`src/design/mrs_ram.sv`:
```
`timescale 1ns / 1ps
// ----------------------------------------------------------------------------
// Single-port-write RAM
// One write and one registered read per cycle.
// ----------------------------------------------------------------------------
module mrs_ram #(
  parameter int WIDTH = 8,
  parameter int DEPTH = 64,
  localparam int AW = $clog2(DEPTH)
) (
  input  logic             clk,
  input  logic             we,
  input  logic [AW-1:0]    waddr,
  input  logic [WIDTH-1:0] wdata,
  input  logic [AW-1:0]    raddr,
  output logic [WIDTH-1:0] rdata
);

  logic [WIDTH-1:0] mem [DEPTH];

  // Write port.
  always_ff @(posedge clk) begin
    if (we) begin
      mem[waddr] <= wdata;
    end
  end

  // Registered read port.
  always_ff @(posedge clk) begin
    rdata <= mem[raddr];
  end

endmodule

```
`config.mk`:
```
export PLATFORM = sky130hd
export DESIGN_NAME = mrs_ram
export DESIGN_NICKNAME = d
export VERILOG_FILES = /design/src/design/mrs_ram.sv
export SDC_FILE = /design/constraint.sdc
export NUM_CORES = 1
export LEC_CHECK = 0
export BUFFER_PORTS_ARGS = -buffer_cell sky130_fd_sc_hd__buf_2
export CORE_MARGIN = 2
export CORE_UTILIZATION = 55
export DETAILED_ROUTE_END_ITERATION = 7
export GPL_TIMING_DRIVEN = 0
export PLACE_DENSITY_LB_ADDON = 0.12
export SLEW_MARGIN = 20
export SYNTH_ARGS = -nofsm -noshare
export SYNTH_HDL_FRONTEND = slang
export SYNTH_SLANG_ARGS = --single-unit
```
`constraint.sdc`:
```
create_clock -name clk -period 4.5 [get_ports clk]
set_input_delay 0.225 -clock clk [delete_from_list [all_inputs] [get_ports clk]]
set_output_delay 0.225 -clock clk [all_outputs]
set_load 0.01 [all_outputs]
```
-- After elaboration in Yosys (flattened, before gate mapping)
Memory sizes are Yosys's and may differ from the RTL's. A register that Yosys moved wholly into a read port is not among the register bits.
Index checks and enable logic that the tools add are counted.
- register bits after elaboration: 0
- memory bits (writable): 512
- output and inout bits: 8
- input bits: 22
- memories: 1
- memory list (memory ; words ; bits a word ; read ports ; clocked after memory_dff ; wr ports ; RTL line ; source):
    mem ; 64 ; 8 ; 1 ; 1 ; 1 ; 19 ; logic [WIDTH-1:0] mem [DEPTH];
- muxes and demuxes: 2
- operators with widths (kind ; count):
    $mux W1 ; 2

-- Longest topological paths before layout
- depth in word-level cells: 2
- depth in mapped cells: 9

-- Least setup slack after synthesis
No wires, ideal clock.
- kind: input to register
- start point: input port raddr[1]
- end point: register rdata[3] (read register of mem)
- arrival time: 1.765 ns
- cell stages on the path: 7
- path buffers: 3
- slack: 2.607 ns
- path through: buf_4 > buf_2 > buf_2 > mux4_2 > mux4_2 > o21ai_1 > o41ai_1
- RTL lines (what ; RTL line ; source):
    start: declaration ; 15 ; input logic [AW-1:0] raddr,
    end: declaration ; 16 ; output logic [WIDTH-1:0] rdata

==> flow_metrics.tcl <==
set metrics [dict create \
    synth_top_area_share_pct 76.2 \
    ys_async_sr_fraction_pct 0 \
    gp_congestion 0.894 \
    areaGrowthSynthToFinish_pct 11.2 \
    worstSetupStartpointType "primary input" \
    min_period_over_period_pct 56.0 \
    synth.avg_cell_area_um2 21.5 \
    met1_length_um 20000 \
    leakage_nw 6.98 \
    worst_pin_slew_ps 1080 \
    vias_per_cell 6.35 \
    crit_arrival_ps 2920 \
    yosys.area_share.simple_pct 3.39 \
    place_ws_ps 1470 \
    grt_overflow_total 0 \
    cts_max_path_buffers 3 \
    via_count 9694 \
    synthMuxAreaShare_pct 15.9 \
    path_class "in -> reg" \
    yosysMostFrequentCell "edfxtp_1" \
    final_layout_size_suffix_gt1_share_pct 24.9 \
    htreeDepth 2 \
    postCtsHoldBufs 0 \
    fin_nets 1037 \
    rows 70 \
    hold_viol_final 0 \
    startpoint "raddr[2]" \
    finalSetupViolCount 0 \
    numCtsBuffers 52 \
    reg2reg_setup_slack_ps 2360 \
    synth_edf_count 512 \
    status "finished, final reports clean" \
    first_global_vias 9686 \
    route.met2.wl_um 22200 \
    port_buffers 21 \
    synth_area_leader_cell "edfxtp_1" \
    cp_max_fo 10 \
    end_kind "flop" \
    synthXorXnorAreaFrac_pct 0 \
    synth_top_family_by_area "multiplexers" \
    numClockSinks 520 \
    highest_layer "met5" \
    grt_max_degree 65 \
    required_ps 4900 \
    synthFlopType "edfxtp_1" \
    postCtsSetupRepairBufs 0 \
    worstHoldPathType "in -> reg" \
    first_pass_iters 5 \
    rsz0062_at_grt "false" \
    antenna_found_initial 1 \
    track_usage_pct 25.5 \
    rr_endpoint "rdata[6]" \
    rr_worst_depth 5 \
    cap_viol_max_count 0 \
    synthAdderAreaFrac_pct 0 \
    synth_area_mm2 0.0202 \
    num_antenna_cells 0 \
    synth_area_leaders "edfxtp_1, mux4_2, nor2_1" \
    core_area_mm2 0.0363 \
    start_util_pct 55.5 \
    yosysSeqAreaShare_pct 77.0 \
    wl_um 47000 \
    p_per_area_mw_per_mm2 439 \
    dp_hpwl_um 29600 \
    fill_cells 2524 \
    ant_nets 0 \
    max_slew_margin_pct 27.9 \
    cts-root-buf "clkbuf_16" \
    ys_ff_latch 520 \
    die-area_mm2 0.0382 \
    clkTransAtPathRegs_ps 60 \
    drtIter0Drc 1088 \
    pin_count 30 \
    yosysWarnings 0 \
    synth_compound_area_share_pct 2.07 \
    grt_first_pass_wirelength_um 67600 \
    clk_latency_ps 590 \
    yosysUniqueCellTypes 40 \
    setup_ws_ps 1980 \
    drv_slew 0 \
    cts_tree "done" \
    crit_end "rdata[3]" \
    die_height_um 195 \
    met3WireLength_um 3510 \
    wl_per_cell_um 30.8 \
    period_minus_slack_ps 2520 \
    post-route-drc-count 0 \
    syn_nets 962 \
    max_clock_freq_mhz 397 \
    tns_ps 0 \
    finClkSkew_ps 15.0 \
    ir_worst_vdd_mv 0.387 \
    cts-resized-gates 0 \
    die_w_um 195 \
    ys_top_cells_by_count "edfxtp_1, mux4_2, nor2_1" \
    syn_inst 940 \
    r2r-start "mem[20][6]" \
]
==> worst min path at each step <==
stage              from        end  cells after the start
6_report       raddr[5]   rdata[5]                      2
5_1_grt        raddr[5]   rdata[5]                      2
4_1_cts        raddr[5]   rdata[5]                      2
3_5_place_dp   rdata[4]   rdata[4]                      1
3_3_place_gp   rdata[4]   rdata[4]                      1
2_1_floorplan  wdata[0]  mem[0][0]                      0
==> power by group <==
part / switching (mW) / internal, mW
combinational: 0.343 / 0.191
sequential: 0.00854 / 5.36
clock: 1.75 / 2.21
total: 2.10 / 7.76
==> worst max-delay path: stages <==
cell and delay (ps):
buf_2 180, buf_4 260, clkbuf_1 690, buf_2 550, o221ai_1 200, o21a_1 170
o41ai_1 620
==> state kept, by name (all words and copies together) (netlist names) <==
signal / cells
mem: 512
rdata: 8
==> stage by stage <==
step | hold slack (ps) | util (%) | power [mW] | std cells | cell area (um2)
3_5_place_dp | 620 | 57.4 | 6.00 | 1429 | 20900
5_1_grt | 48.8 | 61.7 | 10.1 | 1526 | 22400
2_1_floorplan | 324 | - | 5.76 | 940 | 20200
4_1_cts | 45.6 | 61.7 | 9.91 | 1526 | 22400
3_3_place_gp | 621 | 57.4 | 6.00 | 1429 | 20900
6_report | 92.2 | 61.7 | 9.86 | 1526 | 22400
==> layout make-up <==
type / count / area (um2) / share of cell area, %
buffer: 51 / 317 / 1.41
clock buffer: 63 / 1360 / 6.08
clock inverter: 34 / 183 / 0.814
multi-input combinational: 369 / 4330 / 19.3
sequential: 520 / 15500 / 69.2
tap: 468 / 586 / 2.61
timing repair buffer: 21 / 125 / 0.558
==> logic make-up after synthesis <==
group	Yosys count
DFF	520
muxes	162
and+or+nand+nor	153
AOI/OAI and AO/OA	54
buffers and inverters	51
==> per-layer routing <==
layer | vias to the layer above | track usage (%)
met2 | 448 | 39.3
li1 | 4080 | -
met4 | 2 | 8.14
met1 | 5075 | 37.4
met5 | - | 0
met3 | 89 | 5.25
==> placed cells by master, fill, tap and decap left out, drive strengths merged, types with 3 or more instances in the layout <==
| master | Yosys | final |
|---|---|---|
| nand3 | 13 | 13 |
| nand3b | 3 | 3 |
| mux4 | 126 | 126 |
| a211oi | 4 | 4 |
| o2111ai | 3 | 3 |
| o2bb2ai | 3 | 3 |
| o21ai | 4 | 4 |
| a21oi | 3 | 3 |
| dfxtp | 8 | 8 |
| nand2 | 19 | 19 |
| o22ai | 8 | 8 |
| nor2b | 14 | 14 |
| nand2b | 7 | 7 |
| nor2 | 83 | 83 |
| o221ai | 8 | 8 |
| edfxtp | 512 | 512 |
| nor3 | 7 | 7 |
| mux2i | 23 | 23 |
| buf | 34 | 55 |
| mux2 | 13 | 13 |
| a22oi | 3 | 3 |
| a221oi | 6 | 6 |
| clkinv | 0 | 30 |
| clkbuf | 17 | 80 |
Power figures use the tool's default switching activity.
