## src/design/mrs_pkg.sv

```systemverilog
`timescale 1ns / 1ps
// ----------------------------------------------------------------------------
// Modbus RTU slave package
// Shared constants, codes, state and operation types and the CRC-16 byte step.
// ----------------------------------------------------------------------------
package mrs_pkg;

  // Default sizes of the block.
  localparam int REG_DEPTH_DEF     = 256;
  localparam int FRAME_BYTES_DEF   = 64;
  localparam int MAX_READ_REGS_DEF = 16;
  localparam int MAX_COILS_DEF     = 256;

  // Longest reply frame in bytes, CRC included.
  localparam int MAX_OUT = 37;

  // Width used for address and count arithmetic.
  localparam int AW_WIDE = 18;

  // Input opcodes.
  localparam logic [1:0] OPC_RX_BYTE   = 2'd0;
  localparam logic [1:0] OPC_END_FRAME = 2'd1;
  localparam logic [1:0] OPC_LOCAL_RD  = 2'd2;
  localparam logic [1:0] OPC_LOCAL_WR  = 2'd3;

  // Result kinds.
  localparam logic [1:0] KIND_BYTE  = 2'd0;
  localparam logic [1:0] KIND_READ  = 2'd1;
  localparam logic [1:0] KIND_WDONE = 2'd2;
  localparam logic [1:0] KIND_DROP  = 2'd3;

  // Drop causes.
  localparam logic [1:0] CAUSE_CRC  = 2'd0;
  localparam logic [1:0] CAUSE_ADDR = 2'd1;
  localparam logic [1:0] CAUSE_FUNC = 2'd2;
  localparam logic [1:0] CAUSE_LEN  = 2'd3;

  // Modbus function codes.
  localparam logic [7:0] FN_READ_COILS  = 8'h01;
  localparam logic [7:0] FN_READ_REGS   = 8'h03;
  localparam logic [7:0] FN_WRITE_COILS = 8'h0F;
  localparam logic [7:0] FN_WRITE_REGS  = 8'h10;

  // Configuration register indexes.
  localparam logic CFG_SLAVE_ADDR = 1'b0;
  localparam logic CFG_COIL_BASE  = 1'b1;

  localparam logic [15:0] CRC_INIT = 16'hFFFF;
  localparam logic [15:0] CRC_POLY = 16'hA001;

  typedef enum logic [3:0] {
    ST_CLEAR,
    ST_IDLE,
    ST_LRD,
    ST_SCAN,
    ST_CHECK,
    ST_HDR,
    ST_RREG,
    ST_RCOIL,
    ST_WREG,
    ST_WCOIL,
    ST_CRC
  } mrs_state_t;

  typedef enum logic [1:0] {
    OP_RREG,
    OP_RCOIL,
    OP_WREG,
    OP_WCOIL
  } mrs_op_t;

  // One byte of the reflected CRC-16.
  function automatic logic [15:0] crc_byte(input logic [15:0] c, input logic [7:0] b);
    logic [15:0] x;
    x = c ^ {8'h00, b};
    for (int j = 0; j < 8; j++) begin
      x = x[0] ? ((x >> 1) ^ CRC_POLY) : (x >> 1);
    end
    return x;
  endfunction

endpackage

```

## src/design/mrs_ctrl.sv

```systemverilog
`timescale 1ns / 1ps
// ----------------------------------------------------------------------------
// Modbus RTU slave sequencer
// Collects frame bytes, checks and serves frames over the register store.
// ----------------------------------------------------------------------------
module mrs_ctrl #(
  parameter int REG_DEPTH     = mrs_pkg::REG_DEPTH_DEF,
  parameter int FRAME_BYTES   = mrs_pkg::FRAME_BYTES_DEF,
  parameter int MAX_READ_REGS = mrs_pkg::MAX_READ_REGS_DEF,
  parameter int MAX_COILS     = mrs_pkg::MAX_COILS_DEF,
  localparam int AW  = $clog2(REG_DEPTH),
  localparam int FAW = $clog2(FRAME_BYTES),
  localparam int FLW = $clog2(FRAME_BYTES + 1)
) (
  input  logic           clk,
  input  logic           rst_n,
  input  logic           start,
  output logic           busy,
  input  logic [1:0]     opcode,
  input  logic [7:0]     rx_byte,
  input  logic [7:0]     local_index,
  input  logic [15:0]    local_data,
  input  logic [7:0]     slave_addr,
  input  logic [7:0]     coil_base,
  // Register store port
  output logic           st_we,
  output logic [AW-1:0]  st_waddr,
  output logic [15:0]    st_wdata,
  output logic [AW-1:0]  st_raddr,
  input  logic [15:0]    st_rdata,
  // Frame buffer port
  output logic           fb_we,
  output logic [FAW-1:0] fb_waddr,
  output logic [7:0]     fb_wdata,
  output logic [FAW-1:0] fb_raddr,
  input  logic [7:0]     fb_rdata,
  // Result word
  output logic           out_strobe,
  output logic [1:0]     out_kind,
  output logic [7:0]     out_tx_byte,
  output logic [15:0]    out_read_word,
  output logic [1:0]     out_drop_cause,
  output logic           out_last
);

  localparam logic [mrs_pkg::AW_WIDE-1:0] DEPTH_W = mrs_pkg::AW_WIDE'(REG_DEPTH);
  localparam logic [16:0] MAXR_W = 17'(MAX_READ_REGS);
  localparam logic [16:0] MAXC_W = 17'(MAX_COILS);
  localparam logic [16:0] MAXO_W = 17'(mrs_pkg::MAX_OUT);

  mrs_pkg::mrs_state_t state_r, state_nxt;
  mrs_pkg::mrs_op_t    op_r, op_nxt;

  logic [AW-1:0]  clr_r, clr_nxt;
  logic [FLW-1:0] flen_cur_r, flen_cur_nxt;
  logic           ovf_r, ovf_nxt;
  logic [FLW-1:0] flen_r, flen_nxt;
  logic [FLW-1:0] sidx_r, sidx_nxt;
  logic [FLW-1:0] didx_r, didx_nxt;
  logic           dval_r, dval_nxt;
  logic [7:0]     hdr_r [7];
  logic [7:0]     hdr_nxt [7];
  logic [15:0]    crc_calc_r, crc_calc_nxt;
  logic [7:0]     fcrc_lo_r, fcrc_lo_nxt;
  logic [7:0]     fcrc_hi_r, fcrc_hi_nxt;
  logic [15:0]    crc_out_r, crc_out_nxt;
  logic           rng_r, rng_nxt;
  logic           lrng_r, lrng_nxt;
  logic [7:0]     rnb_r, rnb_nxt;
  logic [15:0]    k_r, k_nxt;
  logic [1:0]     ph_r, ph_nxt;
  logic [2:0]     hcnt_r, hcnt_nxt;
  logic [7:0]     acc_r, acc_nxt;
  logic [15:0]    word_r, word_nxt;
  logic [3:0]     bitsel_r, bitsel_nxt;
  logic [AW-1:0]  waddr_r, waddr_nxt;

  logic           strobe_r, strobe_nxt;
  logic [1:0]     kind_r, kind_nxt;
  logic [7:0]     tx_r, tx_nxt;
  logic [15:0]    rword_r, rword_nxt;
  logic [1:0]     cause_r, cause_nxt;
  logic           last_r, last_nxt;

  // Decoded request fields and range arithmetic.
  logic [7:0]  fn;
  logic [15:0] req_start, req_cnt;
  logic [16:0] cnt17, two_cnt, coil_nb, reg_end, coil_last, pos17;
  logic [mrs_pkg::AW_WIDE-1:0] coil_top, coil_word, idx_w;
  logic [9:0]  body, wr_len;
  logic        reg_rng, coil_rng, crc_ok, k_last;
  logic [16:0] buf_a0, buf_a1, buf_ac;

  assign fn        = hdr_r[1];
  assign req_start = {hdr_r[2], hdr_r[3]};
  assign req_cnt   = {hdr_r[4], hdr_r[5]};
  assign cnt17     = {1'b0, req_cnt};
  assign two_cnt   = {req_cnt, 1'b0};
  assign coil_nb   = (cnt17 + 17'd7) >> 3;
  assign reg_end   = {1'b0, req_start} + cnt17;
  assign coil_last = (reg_end - 17'd1) >> 4;
  assign coil_top  = mrs_pkg::AW_WIDE'(coil_base) + mrs_pkg::AW_WIDE'(coil_last);
  assign reg_rng   = mrs_pkg::AW_WIDE'(reg_end) <= DEPTH_W;
  assign coil_rng  = coil_top < DEPTH_W;
  assign body      = 10'(flen_r) - 10'd2;
  assign wr_len    = {2'b00, hdr_r[6]} + 10'd7;
  assign crc_ok    = crc_calc_r == {fcrc_hi_r, fcrc_lo_r};
  assign k_last    = (k_r + 16'd1) == req_cnt;
  assign pos17     = {1'b0, req_start} + {1'b0, k_r};
  assign coil_word = mrs_pkg::AW_WIDE'(coil_base) + mrs_pkg::AW_WIDE'(pos17 >> 4);
  assign idx_w     = mrs_pkg::AW_WIDE'(local_index);
  assign buf_a0    = 17'd7 + {k_r, 1'b0};
  assign buf_a1    = 17'd8 + {k_r, 1'b0};
  assign buf_ac    = 17'd7 + {4'd0, k_r[15:3]};

  assign busy = state_r != mrs_pkg::ST_IDLE;

  // Control registers.
  always_ff @(posedge clk) begin
    if (!rst_n) begin
      state_r    <= mrs_pkg::ST_CLEAR;
      clr_r      <= '0;
      flen_cur_r <= '0;
      ovf_r      <= 1'b0;
      strobe_r   <= 1'b0;
      dval_r     <= 1'b0;
    end else begin
      state_r    <= state_nxt;
      clr_r      <= clr_nxt;
      flen_cur_r <= flen_cur_nxt;
      ovf_r      <= ovf_nxt;
      strobe_r   <= strobe_nxt;
      dval_r     <= dval_nxt;
    end
  end

  // Working and result registers.
  always_ff @(posedge clk) begin
    op_r       <= op_nxt;
    flen_r     <= flen_nxt;
    sidx_r     <= sidx_nxt;
    didx_r     <= didx_nxt;
    hdr_r      <= hdr_nxt;
    crc_calc_r <= crc_calc_nxt;
    fcrc_lo_r  <= fcrc_lo_nxt;
    fcrc_hi_r  <= fcrc_hi_nxt;
    crc_out_r  <= crc_out_nxt;
    rng_r      <= rng_nxt;
    lrng_r     <= lrng_nxt;
    rnb_r      <= rnb_nxt;
    k_r        <= k_nxt;
    ph_r       <= ph_nxt;
    hcnt_r     <= hcnt_nxt;
    acc_r      <= acc_nxt;
    word_r     <= word_nxt;
    bitsel_r   <= bitsel_nxt;
    waddr_r    <= waddr_nxt;
    kind_r     <= kind_nxt;
    tx_r       <= tx_nxt;
    rword_r    <= rword_nxt;
    cause_r    <= cause_nxt;
    last_r     <= last_nxt;
  end

  assign out_strobe     = strobe_r;
  assign out_kind       = kind_r;
  assign out_tx_byte    = tx_r;
  assign out_read_word  = rword_r;
  assign out_drop_cause = cause_r;
  assign out_last       = last_r;

  // Next state, memory accesses and results.
  always_comb begin
    logic [7:0]  hb;
    logic [15:0] w;
    logic        bit_v;
    logic [7:0]  accn;
    logic        hdr_done;

    state_nxt    = state_r;
    op_nxt       = op_r;
    clr_nxt      = clr_r;
    flen_cur_nxt = flen_cur_r;
    ovf_nxt      = ovf_r;
    flen_nxt     = flen_r;
    sidx_nxt     = sidx_r;
    didx_nxt     = didx_r;
    dval_nxt     = 1'b0;
    hdr_nxt      = hdr_r;
    crc_calc_nxt = crc_calc_r;
    fcrc_lo_nxt  = fcrc_lo_r;
    fcrc_hi_nxt  = fcrc_hi_r;
    crc_out_nxt  = crc_out_r;
    rng_nxt      = rng_r;
    lrng_nxt     = lrng_r;
    rnb_nxt      = rnb_r;
    k_nxt        = k_r;
    ph_nxt       = ph_r;
    hcnt_nxt     = hcnt_r;
    acc_nxt      = acc_r;
    word_nxt     = word_r;
    bitsel_nxt   = bitsel_r;
    waddr_nxt    = waddr_r;

    strobe_nxt = 1'b0;
    kind_nxt   = mrs_pkg::KIND_BYTE;
    tx_nxt     = 8'h00;
    rword_nxt  = 16'h0000;
    cause_nxt  = mrs_pkg::CAUSE_CRC;
    last_nxt   = 1'b0;

    st_we    = 1'b0;
    st_waddr = clr_r;
    st_wdata = 16'h0000;
    st_raddr = idx_w[AW-1:0];
    fb_we    = 1'b0;
    fb_waddr = flen_cur_r[FAW-1:0];
    fb_wdata = rx_byte;
    fb_raddr = sidx_r[FAW-1:0];

    hb       = 8'h00;
    w        = 16'h0000;
    bit_v    = 1'b0;
    accn     = 8'h00;
    hdr_done = 1'b0;

    case (state_r)
      // Zero the register store after reset.
      mrs_pkg::ST_CLEAR: begin
        st_we    = 1'b1;
        st_waddr = clr_r;
        clr_nxt  = clr_r + 1'b1;
        if (clr_r == AW'(REG_DEPTH - 1)) begin
          state_nxt = mrs_pkg::ST_IDLE;
        end
      end

      // Take one input word.
      mrs_pkg::ST_IDLE: begin
        if (start) begin
          case (opcode)
            mrs_pkg::OPC_RX_BYTE: begin
              if (flen_cur_r < FLW'(FRAME_BYTES)) begin
                fb_we        = 1'b1;
                flen_cur_nxt = flen_cur_r + 1'b1;
              end else begin
                ovf_nxt = 1'b1;
              end
            end
            mrs_pkg::OPC_END_FRAME: begin
              flen_nxt     = flen_cur_r;
              flen_cur_nxt = '0;
              ovf_nxt      = 1'b0;
              sidx_nxt     = '0;
              crc_calc_nxt = mrs_pkg::CRC_INIT;
              if (ovf_r) begin
                strobe_nxt = 1'b1;
                kind_nxt   = mrs_pkg::KIND_DROP;
                cause_nxt  = mrs_pkg::CAUSE_LEN;
                last_nxt   = 1'b1;
              end else if (flen_cur_r < FLW'(4)) begin
                strobe_nxt = 1'b1;
                kind_nxt   = mrs_pkg::KIND_DROP;
                cause_nxt  = mrs_pkg::CAUSE_CRC;
                last_nxt   = 1'b1;
              end else begin
                state_nxt = mrs_pkg::ST_SCAN;
              end
            end
            mrs_pkg::OPC_LOCAL_RD: begin
              st_raddr  = idx_w[AW-1:0];
              lrng_nxt  = idx_w < DEPTH_W;
              state_nxt = mrs_pkg::ST_LRD;
            end
            mrs_pkg::OPC_LOCAL_WR: begin
              st_we      = idx_w < DEPTH_W;
              st_waddr   = idx_w[AW-1:0];
              st_wdata   = local_data;
              strobe_nxt = 1'b1;
              kind_nxt   = mrs_pkg::KIND_WDONE;
              last_nxt   = 1'b1;
            end
            default: begin
            end
          endcase
        end
      end

      // Local read data is back from the store.
      mrs_pkg::ST_LRD: begin
        strobe_nxt = 1'b1;
        kind_nxt   = mrs_pkg::KIND_READ;
        rword_nxt  = lrng_r ? st_rdata : 16'h0000;
        last_nxt   = 1'b1;
        state_nxt  = mrs_pkg::ST_IDLE;
      end

      // Stream the frame through the CRC and capture the header and the frame CRC.
      mrs_pkg::ST_SCAN: begin
        fb_raddr = sidx_r[FAW-1:0];
        if (sidx_r < flen_r) begin
          sidx_nxt = sidx_r + 1'b1;
          didx_nxt = sidx_r;
          dval_nxt = 1'b1;
        end
        if (dval_r) begin
          if (didx_r < flen_r - FLW'(2)) begin
            crc_calc_nxt = mrs_pkg::crc_byte(crc_calc_r, fb_rdata);
          end
          if (didx_r == flen_r - FLW'(2)) begin
            fcrc_lo_nxt = fb_rdata;
          end
          if (didx_r == flen_r - FLW'(1)) begin
            fcrc_hi_nxt = fb_rdata;
            state_nxt   = mrs_pkg::ST_CHECK;
          end
          for (int j = 0; j < 7; j++) begin
            if (didx_r == FLW'(j)) begin
              hdr_nxt[j] = fb_rdata;
            end
          end
        end
      end

      // Validate the request and pick the service.
      mrs_pkg::ST_CHECK: begin
        strobe_nxt  = 1'b1;
        kind_nxt    = mrs_pkg::KIND_DROP;
        cause_nxt   = mrs_pkg::CAUSE_LEN;
        last_nxt    = 1'b1;
        state_nxt   = mrs_pkg::ST_IDLE;
        k_nxt       = 16'd0;
        ph_nxt      = 2'd0;
        hcnt_nxt    = 3'd0;
        acc_nxt     = 8'h00;
        crc_out_nxt = mrs_pkg::CRC_INIT;
        if (!crc_ok) begin
          cause_nxt = mrs_pkg::CAUSE_CRC;
        end else if (hdr_r[0] != slave_addr) begin
          cause_nxt = mrs_pkg::CAUSE_ADDR;
        end else if (!(fn inside {mrs_pkg::FN_READ_REGS, mrs_pkg::FN_WRITE_REGS,
                                  mrs_pkg::FN_READ_COILS, mrs_pkg::FN_WRITE_COILS})) begin
          cause_nxt = mrs_pkg::CAUSE_FUNC;
        end else if (body < 10'd6) begin
          cause_nxt = mrs_pkg::CAUSE_LEN;
        end else if (fn == mrs_pkg::FN_READ_REGS) begin
          if (body == 10'd6 && cnt17 != 17'd0 && cnt17 <= MAXR_W &&
              two_cnt + 17'd5 <= MAXO_W) begin
            strobe_nxt = 1'b0;
            op_nxt     = mrs_pkg::OP_RREG;
            rng_nxt    = reg_rng;
            rnb_nxt    = two_cnt[7:0];
            state_nxt  = mrs_pkg::ST_HDR;
          end
        end else if (fn == mrs_pkg::FN_READ_COILS) begin
          if (body == 10'd6 && cnt17 != 17'd0 && cnt17 <= MAXC_W &&
              coil_nb + 17'd5 <= MAXO_W) begin
            strobe_nxt = 1'b0;
            op_nxt     = mrs_pkg::OP_RCOIL;
            rng_nxt    = coil_rng;
            rnb_nxt    = coil_nb[7:0];
            state_nxt  = mrs_pkg::ST_HDR;
          end
        end else if (body < 10'd7) begin
          cause_nxt = mrs_pkg::CAUSE_LEN;
        end else if (fn == mrs_pkg::FN_WRITE_REGS) begin
          if (cnt17 != 17'd0 && cnt17 <= MAXR_W && {9'd0, hdr_r[6]} == two_cnt &&
              body == wr_len) begin
            strobe_nxt = 1'b0;
            op_nxt     = mrs_pkg::OP_WREG;
            state_nxt  = reg_rng ? mrs_pkg::ST_WREG : mrs_pkg::ST_HDR;
          end
        end else begin
          if (cnt17 != 17'd0 && cnt17 <= MAXC_W && {9'd0, hdr_r[6]} == coil_nb &&
              body == wr_len) begin
            strobe_nxt = 1'b0;
            op_nxt     = mrs_pkg::OP_WCOIL;
            state_nxt  = coil_rng ? mrs_pkg::ST_WCOIL : mrs_pkg::ST_HDR;
          end
        end
      end

      // Reply header: address, function, then byte count or echo fields.
      mrs_pkg::ST_HDR: begin
        case (hcnt_r)
          3'd0: hb = hdr_r[0];
          3'd1: hb = hdr_r[1];
          3'd2: hb = (op_r == mrs_pkg::OP_RREG || op_r == mrs_pkg::OP_RCOIL) ?
                     rnb_r : hdr_r[2];
          3'd3: hb = hdr_r[3];
          3'd4: hb = hdr_r[4];
          3'd5: hb = hdr_r[5];
          default: hb = 8'h00;
        endcase
        strobe_nxt  = 1'b1;
        tx_nxt      = hb;
        crc_out_nxt = mrs_pkg::crc_byte(crc_out_r, hb);
        hcnt_nxt    = hcnt_r + 3'd1;
        hdr_done    = (op_r == mrs_pkg::OP_RREG || op_r == mrs_pkg::OP_RCOIL) ?
                      (hcnt_r == 3'd2) : (hcnt_r == 3'd5);
        if (hdr_done) begin
          hcnt_nxt = 3'd0;
          case (op_r)
            mrs_pkg::OP_RREG:  state_nxt = mrs_pkg::ST_RREG;
            mrs_pkg::OP_RCOIL: state_nxt = mrs_pkg::ST_RCOIL;
            default:           state_nxt = mrs_pkg::ST_CRC;
          endcase
        end
      end

      // Read registers: fetch a word, send high then low byte.
      mrs_pkg::ST_RREG: begin
        st_raddr = reg_end[AW-1:0];
        st_raddr = pos17[AW-1:0];
        case (ph_r)
          2'd0: begin
            ph_nxt = 2'd1;
          end
          2'd1: begin
            w           = rng_r ? st_rdata : 16'h0000;
            word_nxt    = w;
            strobe_nxt  = 1'b1;
            tx_nxt      = w[15:8];
            crc_out_nxt = mrs_pkg::crc_byte(crc_out_r, w[15:8]);
            ph_nxt      = 2'd2;
          end
          default: begin
            strobe_nxt  = 1'b1;
            tx_nxt      = word_r[7:0];
            crc_out_nxt = mrs_pkg::crc_byte(crc_out_r, word_r[7:0]);
            ph_nxt      = 2'd0;
            k_nxt       = k_r + 16'd1;
            if (k_last) begin
              state_nxt = mrs_pkg::ST_CRC;
            end
          end
        endcase
      end

      // Read coils: fetch the word of each coil and pack the bits LSB first.
      mrs_pkg::ST_RCOIL: begin
        st_raddr = coil_word[AW-1:0];
        if (ph_r == 2'd0) begin
          bitsel_nxt = pos17[3:0];
          ph_nxt     = 2'd1;
        end else begin
          bit_v  = rng_r & st_rdata[bitsel_r];
          accn   = acc_r | (8'(bit_v) << k_r[2:0]);
          ph_nxt = 2'd0;
          k_nxt  = k_r + 16'd1;
          if (k_r[2:0] == 3'd7 || k_last) begin
            strobe_nxt  = 1'b1;
            tx_nxt      = accn;
            crc_out_nxt = mrs_pkg::crc_byte(crc_out_r, accn);
            acc_nxt     = 8'h00;
          end else begin
            acc_nxt = accn;
          end
          if (k_last) begin
            state_nxt = mrs_pkg::ST_CRC;
          end
        end
      end

      // Write registers: two buffer bytes per store word.
      mrs_pkg::ST_WREG: begin
        case (ph_r)
          2'd0: begin
            fb_raddr = buf_a0[FAW-1:0];
            ph_nxt   = 2'd1;
          end
          2'd1: begin
            word_nxt = {fb_rdata, 8'h00};
            fb_raddr = buf_a1[FAW-1:0];
            ph_nxt   = 2'd2;
          end
          default: begin
            st_we    = 1'b1;
            st_waddr = pos17[AW-1:0];
            st_wdata = {word_r[15:8], fb_rdata};
            ph_nxt   = 2'd0;
            k_nxt    = k_r + 16'd1;
            if (k_last) begin
              k_nxt     = 16'd0;
              state_nxt = mrs_pkg::ST_HDR;
            end
          end
        endcase
      end

      // Write coils: read, patch one bit, write back.
      mrs_pkg::ST_WCOIL: begin
        st_raddr = coil_word[AW-1:0];
        fb_raddr = buf_ac[FAW-1:0];
        if (ph_r == 2'd0) begin
          waddr_nxt  = coil_word[AW-1:0];
          bitsel_nxt = pos17[3:0];
          ph_nxt     = 2'd1;
        end else begin
          bit_v    = fb_rdata[k_r[2:0]];
          w        = st_rdata;
          w[bitsel_r] = bit_v;
          st_we    = 1'b1;
          st_waddr = waddr_r;
          st_wdata = w;
          ph_nxt   = 2'd0;
          k_nxt    = k_r + 16'd1;
          if (k_last) begin
            state_nxt = mrs_pkg::ST_HDR;
          end
        end
      end

      // Trailing CRC, low byte first.
      mrs_pkg::ST_CRC: begin
        strobe_nxt = 1'b1;
        if (hcnt_r == 3'd0) begin
          tx_nxt   = crc_out_r[7:0];
          hcnt_nxt = 3'd1;
        end else begin
          tx_nxt    = crc_out_r[15:8];
          last_nxt  = 1'b1;
          state_nxt = mrs_pkg::ST_IDLE;
        end
      end

      default: begin
        state_nxt = mrs_pkg::ST_IDLE;
      end
    endcase
  end

endmodule

```

## config.mk

```make
export PLATFORM = sky130hd
export DESIGN_NAME = mrs_ctrl
export DESIGN_NICKNAME = d
export VERILOG_FILES = /design/src/design/mrs_pkg.sv /design/src/design/mrs_ctrl.sv
export SDC_FILE = /design/constraint.sdc
export NUM_CORES = 1
export LEC_CHECK = 0
export ABC_AREA = 1
export BUFFER_PORTS_ARGS = -buffer_cell sky130_fd_sc_hd__buf_2
export CORE_MARGIN = 3
export CORE_UTILIZATION = 35
export CTS_BUF_LIST = sky130_fd_sc_hd__clkbuf_16
export DETAILED_ROUTE_END_ITERATION = 10
export GPL_TIMING_DRIVEN = 0
export PLACE_DENSITY = 0.49
export SETUP_SLACK_MARGIN = 0.02
export SLEW_MARGIN = 20
export SYNTH_ARGS = -nofsm -noshare
export SYNTH_HDL_FRONTEND = slang
export SYNTH_SLANG_ARGS = --single-unit
export TNS_END_PERCENT = 100
```

## constraint.sdc

```tcl
create_clock -name clk -period 4.6 [get_ports clk]
set_input_delay 0.69 -clock clk [delete_from_list [all_inputs] [get_ports clk]]
set_output_delay 0.69 -clock clk [all_outputs]
set_load 0.03 [all_outputs]
```

# After elaboration in Yosys (flattened, before gate mapping)
# Cells that the tools add are included.
# Widths: inputs -> output; s select.
op_classes:
  reduce_logical: 66
  n_lt_le_gt_ge: 16
  shift: 1
  n_bitwise: 49
  eq_ne: 70
  n_addsub: 20
  mux: 194
ops:
  columns: ["cell", "n"]
  rows:
  - ["$mux 16", 57]
  - ["$pmux 16 s4", 2]
  - ["$mux 8", 15]
  - ["$not 2->3", 40]
  - ["$mux 4", 26]
  - ["$pmux 16 s2", 3]
  - ["$xor 16x8->16", 5]
  - ["$pmux 16 s3", 1]
  - ["$pmux 8 s2", 3]
  - ["$pmux 8 s6", 1]
  - ["$ne 2x2->1 const B", 21]
  - ["$pmux 4 s10", 1]
  - ["$mux 1", 38]
  - ["$reduce_and 3->1", 12]
  - ["$eq 16x16->1", 2]
  - ["$mux 2", 16]
  - ["$pmux 8 s4", 1]
  - ["$mux 7", 4]
  - ["$pmux 7 s2", 2]
  - ["$pmux 6 s2", 2]
  - ["$pmux 8 s3", 1]
  - ["$eq 7x3->1 const B", 3]
  - ["$lt 10x3->1 const B", 2]
  - ["$reduce_and 4->1", 5]
  - ["92 further kinds", 153]
word_totals:
  wordCells: 452
  register_bits: 245
  in_bits: 77
  output_inout_bits: 85

# Depth between registers and ports, before layout
depth:
  word_depth: 25
  mapped_depth: 30
  depth_no_buf: 30

# Least setup slack after synthesis
# No wires, ideal clock.
synth_path:
  path_type: "reg-to-output"
  from: "register hdr_r[24] (netlist name)"
  to: "output port st_raddr[7]"
  required_ns: 3.910
  slack_ns: 0.451
  arrival_time_ns: 3.459
  path_stages_with_launch: 23
  path_buffers: 0
  cell_sequence: "edfxtp_1 ha_1 fa_1 nand3_1 and2_1 inv_1 a21oi_1 o21ai_0 xor2_1 inv_1 ha_1 a21oi_1 and2_1 inv_1 a21oi_1 o21bai_1 nand2_1 nand2_1 a21oi_1 xnor2_1 xnor2_1 nand2_1 o211ai_1"
synth_between:
  elab_chain_cells: 3
synth_rtl:
  columns: ["element", "line_no", "rtl"]
  rows:
  - ["start: declaration", "mrs_ctrl.sv:61", "logic [7:0] hdr_r [7];"]
  - ["start signal: assignment", "mrs_ctrl.sv:143", "hdr_r <= hdr_nxt;"]
  - ["$add 12x12->12", "mrs_ctrl.sv:109", "assign pos17 = {1'b0, req_start} + {1'b0, k_r};"]
  - ["$add 8x8->8", "mrs_ctrl.sv:110", "assign coil_word = mrs_pkg::AW_WIDE'(coil_base) + mrs_pkg::AW_WIDE'(pos17 >> 4);"]
  - ["net coil_word, one bit", "mrs_ctrl.sv:89", "logic [mrs_pkg::AW_WIDE-1:0] coil_top, coil_word, idx_w;"]
  - ["$pmux 8 s2", "mrs_ctrl.sv:227", "case (state_r)"]
  - ["end: declaration", "mrs_ctrl.sv:29", "output logic [AW-1:0] st_raddr,"]
# The timed path passes the listed nets, and every way through them passes these cells.

# Final worst setup path
# Ends and elaborated chain as after synthesis.

==> summary.txt <==
Clocking
  • Clock Path Buffers: 3
  • Root Buffer: clkbuf_16
  • CTS tree: yes
  • CTS sink cnt: between 200 and 250
  • Hold_buf cts: 0
  • Later-pin clock latency in the skew report: 0.59 ns
  • Clock buffer count from CTS: 30
  • H-tree depth: 1
  • Clock transition at path regs: roughly 0.060 ns

Timing
  • # setup viols final: 1
  • RSZ-0062 raised after global routing: true
  • Min cycle time layout: 4.84 ns
  • Final setup slack of the worst path: -0.241 ns
  • Worst clock skew: 0.0135 ns
  • Hold Vio Cnt, Final: 0
  • Max_slew headroom: between 30% and 40%
  • Hold slack: 0.396 ns
  • Final cycle utilization of the critical path: 105%
  • Worst-Margin Slew: 0.940 ns
  • Final Max Slew Viols: 0
  • Maximum clock rate: 207 MHz

Routing
  • Post-route DRC: 0
  • DRT Pass-1 Iters: 6
  • Routed vias/inst: 5.29
  • Met2 WL: 29600 µm
  • Total wire length: 68000 µm
  • Top Layer Used: met4
  • DR WL met3: 5010 µm
  • DRT iter0 DRCs: 1568
  • Routed Antenna Nets: 0
  • Metal-1 WL: 31500 µm
  • Wire per inst: 21.2 µm
  • Vias: 17000

Min path
  • Hold wc startpoint: st_rdata[14]
  • Worst Hold Class: input port to flop

Floorplanning
  • Starting Density: a little over a third
  • Core Area: 0.0495 mm²
  • I/O Pins: 162
  • Row cnt: between 80 and 90
  • Die area: approximately 0.053 mm²
  • Chip Width: 231 µm
  • Die height: 231 µm

Synth
  • Seq/Total Area, Yosys: 38.5%
  • Yosys warnings: 0
  • Mapped Nets: 2462
  • #FFs+latches synth: 244
  • Mapped Avg Cell Area: 7.68 µm²
  • Fraction of registers with async set/reset: 0%
  • Number of synthesized flops with an enable pin: roughly 190
  • Netlist cell types: 60
  • Post-synthesis cell area: 0.0177 mm²
  • Mapped Cells: 2303
  • Ys flop type: edfxtp_1

Cells and area
  • Antenna diode count: 0
  • Layout cell share with drive strength beyond 1: 14.9%
  • Fin area: 0.0208 mm²
  • Non-filler cells, final: 3207
  • Sequential Area: 0.00682 mm²
  • Fill cells: 5193
  • P&R area growth vs syn: 17.6%
  • Utilization after layout: 42.1%
  • Nets: 2678
  • Multi-input gate area: 0.00965 mm²

Global route
  • Vias in the first global route: 16000
  • Initial antenna violation count: 4
  • GRT Resource Usage Total: between 20% and 30%
  • Largest net degree at the start of global routing: 17
  • First-pass GRT wire length: 101000 µm
  • GRT overflow: 0

Critical path
  • FF-to-FF Start: hdr_r[24]$_DFFE_PP_
  • Crit path launch type: flop
  • CP required: 3.91 ns
  • Crit Path Class: flop to output pin
  • CP cell instances: ha_2 > fa_2 > nand3_2 > and2_4 > inv_2 > a21oi_2 > o21ai_2 > xor2_1 > inv_1 > ha_4 > a21oi_2 > and2_4 > inv_2 > a21oi_2 > o21bai_1 > nand2_1 > nand2_1 > a21oi_2 > xnor2_1 > xnor2_1 > nand2_1 > o211ai_1 > buf_4
  • Crit path max fanout: 3
  • Crit end category: output pin
  • Crit path top cell by count: a21oi_2
  • Worst path slowest cell: edfxtp_1
  • CP arrival: 4.15 ns
  • CP bufs+invs: 4
  • Worst path top cell family by delay: adder cells
  • Critical Path Max Stage Delay: around 0.43 ns
  • Crit path from: hdr_r[24]$_DFFE_PP_

Placed design
  • Port Buf Inserts: 153
  • Placed insts: 3125
  • HPWL Detailed: 53200 µm
  • Placer Congestion: 0.931
  • Post-DP Area: between 0.015 and 0.02 mm²

Job
  • Max-cap viol count: 0

Power and ir drop
  • Max IR drop VDD: 282 µV
  • Pwr dens: 246 mW/mm²
  • Total power: 5.13 mW
  • Lkg Pwr: 9.22 nW

Run status
  • Failing checks: setup timing
  • Run status: finished with violations
[through the flow]
step | setup TNS, ns | worst slack [ns]
after floorplan | 0 | 0.451
after global placement | -5.87 | -0.285
after detailed placement | -0.479 | -0.296
after CTS | -0.252 | -0.252
after global routing | -0.677 | -0.507
final | -0.241 | -0.241
[cell type report]
type	instances	area share, %
buffer	51	1.24
clock buffer	31	3.73
clock inverter	25	1.23
inverter	322	5.81
multi-input combinational	1686	46.4
sequential	244	32.8
tap	664	3.99
timing repair buffer	184	4.88
[layer usage]
metal  vias to the layer above  global-route usage, %
met1                      8084                   36.8
li1                       8153                      -
met4                         0                   7.05
met2                       624                   38.3
met3                        92                   2.71
met5                         -                      0
[cell usage in the layout (no fill, tap or decap), types with 12 or more instances in the layout]
cell and n:
xnor2_1 55, o221ai_1 15, clkinv_1 12, dfxtp_1 51
o21ai_0 118, nand2_1 543, nor3_1 31, nand4_1 42
buf_2 156, inv_2 16, ha_1 72, edfxtp_1 193
nand3_1 134, o21ai_1 20, clkbuf_1 26, clkbuf_16 31
a22oi_1 21, a221oi_1 13, buf_4 45, or2_2 21
xor2_1 103, o211ai_1 23, a21oi_1 99, nor2_1 215
inv_1 301
[final timing paths]
check	cells after the start	end	slack (ns)
hold reg to reg	0	flen_r[6]$_DFFE_PP_	0.45
hold / removal	3	out_read_word[14]$_SDFF_PN0_	0.40
setup / recovery	23	st_raddr[7]	-0.24
setup reg to reg	23	state_r[3]$_SDFFE_PN0P_	0.27
[power by group]
part           internal, mW  leakage (nW)  switching (mW)  total [mW]
sequential             2.36          2.13         0.00184        2.37
combinational        0.0858          6.57           0.163       0.249
clock                  1.50         0.517            1.02        2.51
total                  3.95          9.22            1.18        5.13
[cells by family after synthesis]
family	after synthesis	share of synthesized area, %
AO/OA/AOI/OAI	372	12.6
XOR/XNOR	161	8.05
adder cells (fa/ha/maj)	82	5.93
buffers and inverters	373	8.27
flip-flops	244	38.5
multiplexers	1	0.0566
AND/OR/NAND/NOR	1070	26.6
[synth_stat cells, types with 9 or more instances]
| cell type | number | area share, % |
|---|---|---|
| nand2_1 | 544 | 12 |
| inv_1 | 300 | 6.4 |
| nor2_1 | 219 | 4.6 |
| edfxtp_1 | 193 | 33 |
| nand3_1 | 137 | 3.9 |
| o21ai_0 | 123 | 3.5 |
| a21oi_1 | 110 | 3.1 |
| xor2_1 | 104 | 5.1 |
| ha_1 | 79 | 5.6 |
| xnor2_1 | 55 | 2.7 |
| dfxtp_1 | 51 | 5.8 |
| nand4_1 | 42 | 1.5 |
| nor3_1 | 32 | 0.91 |
| clkbuf_1 | 29 | 0.62 |
| o211ai_1 | 23 | 0.98 |
| a22oi_1 | 21 | 0.89 |
| or2_2 | 21 | 0.74 |
| o21ai_1 | 17 | 0.48 |
| o221ai_1 | 17 | 0.84 |
| buf_4 | 15 | 0.64 |
| a221oi_1 | 14 | 0.69 |
| inv_2 | 13 | 0.28 |
| nor2_2 | 11 | 0.39 |
| nor4_1 | 11 | 0.39 |
| o2111ai_1 | 11 | 0.54 |
| nand3b_1 | 10 | 0.42 |
| clkinv_1 | 9 | 0.19 |
[registers in the layout, indices dropped and copies added (netlist names), 4 cells and up]
name / count
acc_r: 8
bitsel_r: 4
clr_r: 8
cnt17: 16
crc_calc_r: 16
crc_out_r: 16
didx_r: 7
fcrc_hi_r: 8
fcrc_lo_r: 8
flen_cur_r: 7
flen_r: 7
fn: 8
hdr_r: 32
k_r: 16
out_read_word: 16
out_tx_byte: 8
rnb_r: 8
sidx_r: 7
state_r: 4
waddr_r: 8
word_r: 16
[tightest hold or removal path, cell delays in order]
cell and delay, ns:
buf_2 0.13, inv_1 0.07, nor2_1 0.04
[what timing repair did]
action                     4_1_cts  5_1_grt
hold endpoints to repair         0        0
buffers inserted                17        9
setup endpoints to repair       28       28
pin swaps                        6       16
gates resized for setup         23       34
(Power assumes the default switching activity.)
